===== src/hw/rtl/tsms_pkg.sv =====
// Package for the tile shift median smoother.
// Holds the request types, the store word, the window control struct and shared constants.
// Depends on nothing.
package tsms_pkg;

  localparam int MAX_COLUMNS_DEF = 64;
  localparam int MAX_ROWS_DEF    = 64;
  localparam int LIM_W           = 9;
  localparam int REG_W           = 7;
  localparam int CNT_W           = 4;
  localparam int WIN_N           = 9;
  localparam int SHIFT_W         = 16;

  localparam logic MODE_LOAD    = 1'b0;
  localparam logic MODE_QUERY   = 1'b1;
  localparam logic STATUS_OK    = 1'b0;
  localparam logic STATUS_RANGE = 1'b1;
  localparam logic REG_COLUMNS  = 1'b0;
  localparam logic REG_ROWS     = 1'b1;

  typedef struct packed {
    logic                      mode;
    logic [5:0]                column;
    logic [5:0]                row;
    logic signed [SHIFT_W-1:0] shift_x;
    logic signed [SHIFT_W-1:0] shift_y;
  } in_req_t;

  typedef struct packed {
    logic signed [SHIFT_W-1:0] median_x;
    logic signed [SHIFT_W-1:0] median_y;
    logic [CNT_W-1:0]          window_count;
    logic                      status;
  } out_req_t;

  typedef struct packed {
    logic signed [SHIFT_W-1:0] x;
    logic signed [SHIFT_W-1:0] y;
  } vec_t;

  typedef struct packed {
    logic             clear;
    logic             capture;
    logic             step;
    logic [CNT_W-1:0] ci;
  } sel_ctrl_t;

  typedef struct packed {
    logic signed [SHIFT_W-1:0] lo_x;
    logic signed [SHIFT_W-1:0] hi_x;
    logic signed [SHIFT_W-1:0] lo_y;
    logic signed [SHIFT_W-1:0] hi_y;
  } med_t;

endpackage


===== src/hw/rtl/tsms_select.sv =====
// Window bank and rank selector of the tile shift median smoother.
// Collects up to nine neighbor vectors and finds the two middle values per axis,
// one candidate per cycle while the step control is set. Depends on tsms_pkg.
module tsms_select (
  input  logic               clk,
  input  logic               rst_n,
  input  tsms_pkg::sel_ctrl_t ctrl,
  input  tsms_pkg::vec_t     cap_data,
  output logic [tsms_pkg::CNT_W-1:0] count,
  output tsms_pkg::med_t     med
);

  tsms_pkg::vec_t             bank_r [tsms_pkg::WIN_N];
  logic [tsms_pkg::CNT_W-1:0] cnt_r;
  tsms_pkg::med_t             med_r;

  tsms_pkg::vec_t             cand;
  logic [tsms_pkg::CNT_W-1:0] lt_x, le_x, lt_y, le_y;
  logic [tsms_pkg::CNT_W-1:0] k_lo, k_hi;
  logic                       hit_lo_x, hit_hi_x, hit_lo_y, hit_hi_y;

  always_comb begin
    cand = bank_r[ctrl.ci];
    lt_x = '0;
    le_x = '0;
    lt_y = '0;
    le_y = '0;
    for (int j = 0; j < tsms_pkg::WIN_N; j++) begin
      if (tsms_pkg::CNT_W'(j) < cnt_r) begin
        lt_x = lt_x + tsms_pkg::CNT_W'($signed(bank_r[j].x) <  $signed(cand.x));
        le_x = le_x + tsms_pkg::CNT_W'($signed(bank_r[j].x) <= $signed(cand.x));
        lt_y = lt_y + tsms_pkg::CNT_W'($signed(bank_r[j].y) <  $signed(cand.y));
        le_y = le_y + tsms_pkg::CNT_W'($signed(bank_r[j].y) <= $signed(cand.y));
      end
    end
    k_hi = cnt_r >> 1;
    k_lo = cnt_r[0] ? k_hi : k_hi - tsms_pkg::CNT_W'(1);
    hit_lo_x = (lt_x <= k_lo) && (k_lo < le_x);
    hit_hi_x = (lt_x <= k_hi) && (k_hi < le_x);
    hit_lo_y = (lt_y <= k_lo) && (k_lo < le_y);
    hit_hi_y = (lt_y <= k_hi) && (k_hi < le_y);
  end

  always_ff @(posedge clk) begin
    if (!rst_n) begin
      cnt_r <= '0;
      med_r <= '0;
    end else if (ctrl.clear) begin
      cnt_r <= '0;
      med_r <= '0;
    end else begin
      if (ctrl.capture) begin
        bank_r[cnt_r] <= cap_data;
        cnt_r         <= cnt_r + tsms_pkg::CNT_W'(1);
      end
      if (ctrl.step) begin
        if (hit_lo_x) begin
          med_r.lo_x <= cand.x;
        end
        if (hit_hi_x) begin
          med_r.hi_x <= cand.x;
        end
        if (hit_lo_y) begin
          med_r.lo_y <= cand.y;
        end
        if (hit_hi_y) begin
          med_r.hi_y <= cand.y;
        end
      end
    end
  end

  assign count = cnt_r;
  assign med   = med_r;

  a_cnt_bound: assert property (@(posedge clk) disable iff (!rst_n)
    cnt_r <= tsms_pkg::CNT_W'(tsms_pkg::WIN_N))
    else $error("window bank holds more than nine entries");

  a_cap_room: assert property (@(posedge clk) disable iff (!rst_n)
    ctrl.capture |-> cnt_r < tsms_pkg::CNT_W'(tsms_pkg::WIN_N))
    else $error("capture into a full window bank");

  a_step_valid: assert property (@(posedge clk) disable iff (!rst_n)
    ctrl.step |-> (ctrl.ci < cnt_r) && !ctrl.capture)
    else $error("rank step on an empty bank slot or during capture");

endmodule

===== config.mk =====
export PLATFORM = sky130hd
export DESIGN_NAME = tsms_select
export DESIGN_NICKNAME = d
export VERILOG_FILES = /design/src/hw/rtl/tsms_pkg.sv /design/src/hw/rtl/tsms_select.sv
export SDC_FILE = /design/constraint.sdc
export NUM_CORES = 1
export LEC_CHECK = 0
export BUFFER_PORTS_ARGS = -buffer_cell sky130_fd_sc_hd__buf_2
export CAP_MARGIN = 10
export CELL_PAD_IN_SITES_DETAIL_PLACEMENT = 0
export CELL_PAD_IN_SITES_GLOBAL_PLACEMENT = 1
export CORE_ASPECT_RATIO = 0.6
export CORE_MARGIN = 4
export CORE_UTILIZATION = 35
export DETAILED_ROUTE_END_ITERATION = 7
export GPL_TIMING_DRIVEN = 0
export HOLD_SLACK_MARGIN = 0.02
export PLACE_DENSITY_LB_ADDON = 0.12
export SYNTH_ARGS = -nofsm -noshare
export SYNTH_HDL_FRONTEND = slang
export SYNTH_SLANG_ARGS = --single-unit

===== constraint.sdc =====
create_clock -name clk -period 17.5 [get_ports clk]
set_input_delay 0.875 -clock clk [delete_from_list [all_inputs] [get_ports clk]]
set_output_delay 0.875 -clock clk [all_outputs]
set_load 0.01 [all_outputs]

==> tab_implementation.tex <==
\begin{tabular}{lr}
\hline
Metric & Value \\
\hline
\multicolumn{2}{l}{\textbf{Yosys}} \\
Synth Flop Type & edfxtp\_1 \\
Syn Area/Cell & 14.1 um\^{}2 \\
Instance count of the mapped netlist & 2290 \\
Flip-flop and latch count after synthesis & 580 \\
EDFF count, synth & 512 \\
Unique masters post-synth & 93 \\
Netlist area before placement & 32300 um\^{}2 \\
Fraction of the yosys area taken by sequential cells & 51.9\% \\
Number of nets in the synthesized netlist & 2709 \\
Total of warnings raised by yosys & 0 \\
Share of synthesized registers carrying an async set or reset & 0\% \\
\multicolumn{2}{l}{\textbf{GRT}} \\
Global routing met3 resource utilization & 7.32\% \\
Maximum number of pins on one net before global-route repair & 33 \\
Vias in the first global route & 21213 \\
Busiest metal layer after global routing & met1 \\
Met2 usage & 27.9\% \\
Overall overflow remaining after global route & 0 \\
Total routing usage reported by global routing & 22.9\% \\
First-pass GRT wire length & 159000 um \\
Antenna violations before repair & 8 \\
Routing usage on met1 & 38.9\% \\
\multicolumn{2}{l}{\textbf{Die}} \\
Initial core utilization & 35.7\% \\
Total die area & 97300 um\^{}2 \\
Number of top-level pins & 109 \\
FP Rows & 85 \\
Vertical die dimension & 243 um \\
Core Region & 90500 um\^{}2 \\
Horiz. Die Dim & 400 um \\
\multicolumn{2}{l}{\textbf{Detailed routing}} \\
Final wirelength & 112000 um \\
Number of antenna-violating nets in the routed design & 0 \\
Drt initial violations & 2495 \\
Via density per instance & 5.72 \\
Via total after detailed routing & 21594 \\
DR DRC count & 0 \\
First-pass detailed-route iteration total & 5 \\
Average wire length per cell after detail routing & 29.8 um \\
\multicolumn{2}{l}{\textbf{STA}} \\
Max-slew violations & 0 \\
Total setup violations reported at the end of the flow & 0 \\
Time the worst path needs with I/O delays and setup & 13.35 ns \\
Clock Skews & 0.0232 ns \\
Number of hold-slack violations in the final timing report & 0 \\
Transition time at the pin with the least slew margin & 1.32 ns \\
Period utilisation layout & 76.3\% \\
Total Negative Setup Slacks & 0 ns \\
Setup repair after global routing missed its margin & false \\
Max Fclk & 74.9 MHz \\
Max-Slew Margin vs Limit & 11.7\% \\
Post-route setup slack & 4.15 ns \\
\multicolumn{2}{l}{\textbf{Clocking}} \\
Master cell of the clock root buffer & clkbuf\_16 \\
Latest clock arrival within the worst-skew pair & 0.66 ns \\
Clock buffers created by TritonCTS & 60 \\
Number of buffers added for setup after CTS & 0 \\
Count of cells resized by post-cts repair & 0 \\
Clk buf depth & 3 \\
H-tree Lvls & 2 \\
Clock-pin slew on the worst setup and hold paths & 0.06 ns \\
\# hold bufs at CTS & 0 \\
Number of clock sinks & 580 \\
Clock tree from TritonCTS & done \\
\multicolumn{2}{l}{\textbf{Power}} \\
Sw Share & 26.1\% \\
Pwr dens & 88.1 nW/um\^{}2 \\
Internal Pwr Total & 2.42 mW \\
Net switching power of the design & 0.853 mW \\
Power share of the combinational group & 12.7\% \\
Maximum resistive drop on vdd & 73.4 uV \\
Sequential share of power & 46.2\% \\
Leakage power & 13.9 nW \\
Clock power frac & 41.1\% \\
\multicolumn{2}{l}{\textbf{Setup path}} \\
Crit end category & register \\
Kind of launch point of the worst setup path & primary input \\
Type of the setup path with the least slack & in2reg \\
Data required, critical path & 17.98 ns \\
Slowest CP cell & clkbuf\_1 \\
Crit Path Max Fanout & 10 \\
Max stage delay on crit path & 0.94 ns \\
Critical path arrival & 13.83 ns \\
Most numerous cell on the critical path & ha\_1 \\
\multicolumn{2}{l}{\textbf{Run}} \\
Maxcap violations & 0 \\
\multicolumn{2}{l}{\textbf{Placed design}} \\
Post-place setup slack & 3.52 ns \\
Estimated wirelength of the detail-placed design & 88000 um \\
Count of buffers inserted at the top-level ports & 104 \\
RePlAce Congestion & 0.918 \\
\multicolumn{2}{l}{\textbf{Finish}} \\
Final \#Nets & 2925 \\
Core Util, Final & 41.1\% \\
Most frequent cells in the layout & edfxtp\_1, ha\_1, mux4\_2 \\
Fill count & 8275 \\
Synthesis-to-finish area growth & 15.1\% \\
Fraction of layout cells with a size suffix above 1 & 19.6\% \\
Most common library cell in the layout ignoring fill and taps & edfxtp\_1 \\
\multicolumn{2}{l}{\textbf{Min path}} \\
Hold Crit Class & reg2reg \\
\multicolumn{2}{l}{\textbf{Outcome}} \\
Run status & complete, no violations \\
\hline
\end{tabular}
==> final timing paths <==
kind / start / end / slack (ns) / cells past startpoint
worst max register to register: bank_r[2][1] / med[29] / 5.58 / 48
worst max-delay path: ctrl[1] / med[29] / 4.15 / 50
worst min register to register: med[1] / med[1] / 0.48 / 2
worst min-delay path: med[1] / med[1] / 0.48 / 2
==> cell type report <==
class                           count  area [um^2]  share of cell area (%)
Sequential cell                   580        16700                    45.0
Buffer                             74          342                   0.919
Timing Repair Buffer              154         1260                    3.39
Tap cell                         1218         1520                    4.10
Clock buffer                       75         1610                    4.34
Clock inverter                     39          423                    1.14
Antenna cell                        1         2.50                 0.00673
Multi-Input combinational cell   1566        15000                    40.4
Inverter                           70          263                   0.707
==> state kept, by name, summed over array words and instances, names as in the netlist <==
| name | count |
|---|---|
| bank_r | 512 |
| count | 4 |
| med | 64 |
==> cell families (layout without fill, tap and decap cells) <==
family | after synthesis | count (layout) | share of synthesized area [%]
AOI/OAI and AO/OA | 396 | 396 | 8.34
other | 0 | 1 | 0
and+or+nand+nor | 516 | 516 | 8.30
DFF | 580 | 580 | 51.9
adders and majority gates | 379 | 379 | 14.7
buffers and inverters | 144 | 412 | 1.86
xor gates and xnor gates | 46 | 46 | 1.51
muxes | 229 | 229 | 13.4
==> critical path: cells and delay by family <==
family                   cells  cell delay, ns
buffers and inverters        4            2.45
AND/OR/NAND/NOR             13            1.20
AO/OA/AOI/OAI               15            3.77
XOR/XNOR                     1            0.20
adder cells (fa/ha/maj)     10            2.97
multiplexers                 7            2.31
==> routing by layer <==
metal  share of wire [%]  wire length (um)
met5               0.012                13
met4                 1.2              1390
met3                  11             12900
met2                  36             40000
met1                  52             58000
==> metrics by stage <==
step	cell area [um^2]	hold slack, ns	power (mW)	instances
6_report	37200	0.478	3.27	3777
5_1_grt	37200	0.507	3.40	3776
4_1_cts	37100	0.473	3.30	3772
3_5_place_dp	35100	0.462	1.95	3658
3_3_place_gp	34300	0.464	1.94	3612
2_1_floorplan	32300	0.492	1.78	2290
==> power groups by stage <==
stage	clock network (mW)	registers, mW	logic [mW]
finish	1.35	1.51	0.417
global route	1.43	1.51	0.457
CTS	1.37	1.51	0.411
detailed placement	0	1.54	0.408
global placement	0	1.54	0.398
floorplan	0	1.54	0.242
==> synth_stat cells, types with 39 or more instances <==
library cell / count / area [um^2]
o21ai_0: 87 / 435
mux2i_1: 46 / 460
nor2_1: 112 / 420
clkbuf_1: 41 / 154
a21o_1: 39 / 293
nand2_1: 118 / 443
nand4_1: 71 / 444
mux4_2: 160 / 3600
edfxtp_1: 512 / 15400
a21oi_1: 79 / 395
dfxtp_1: 68 / 1360
ha_1: 378 / 4730
inv_1: 69 / 259
nor2b_1: 50 / 313
o21a_1: 78 / 586
Note: power is estimated with default switching activity, not from simulation.
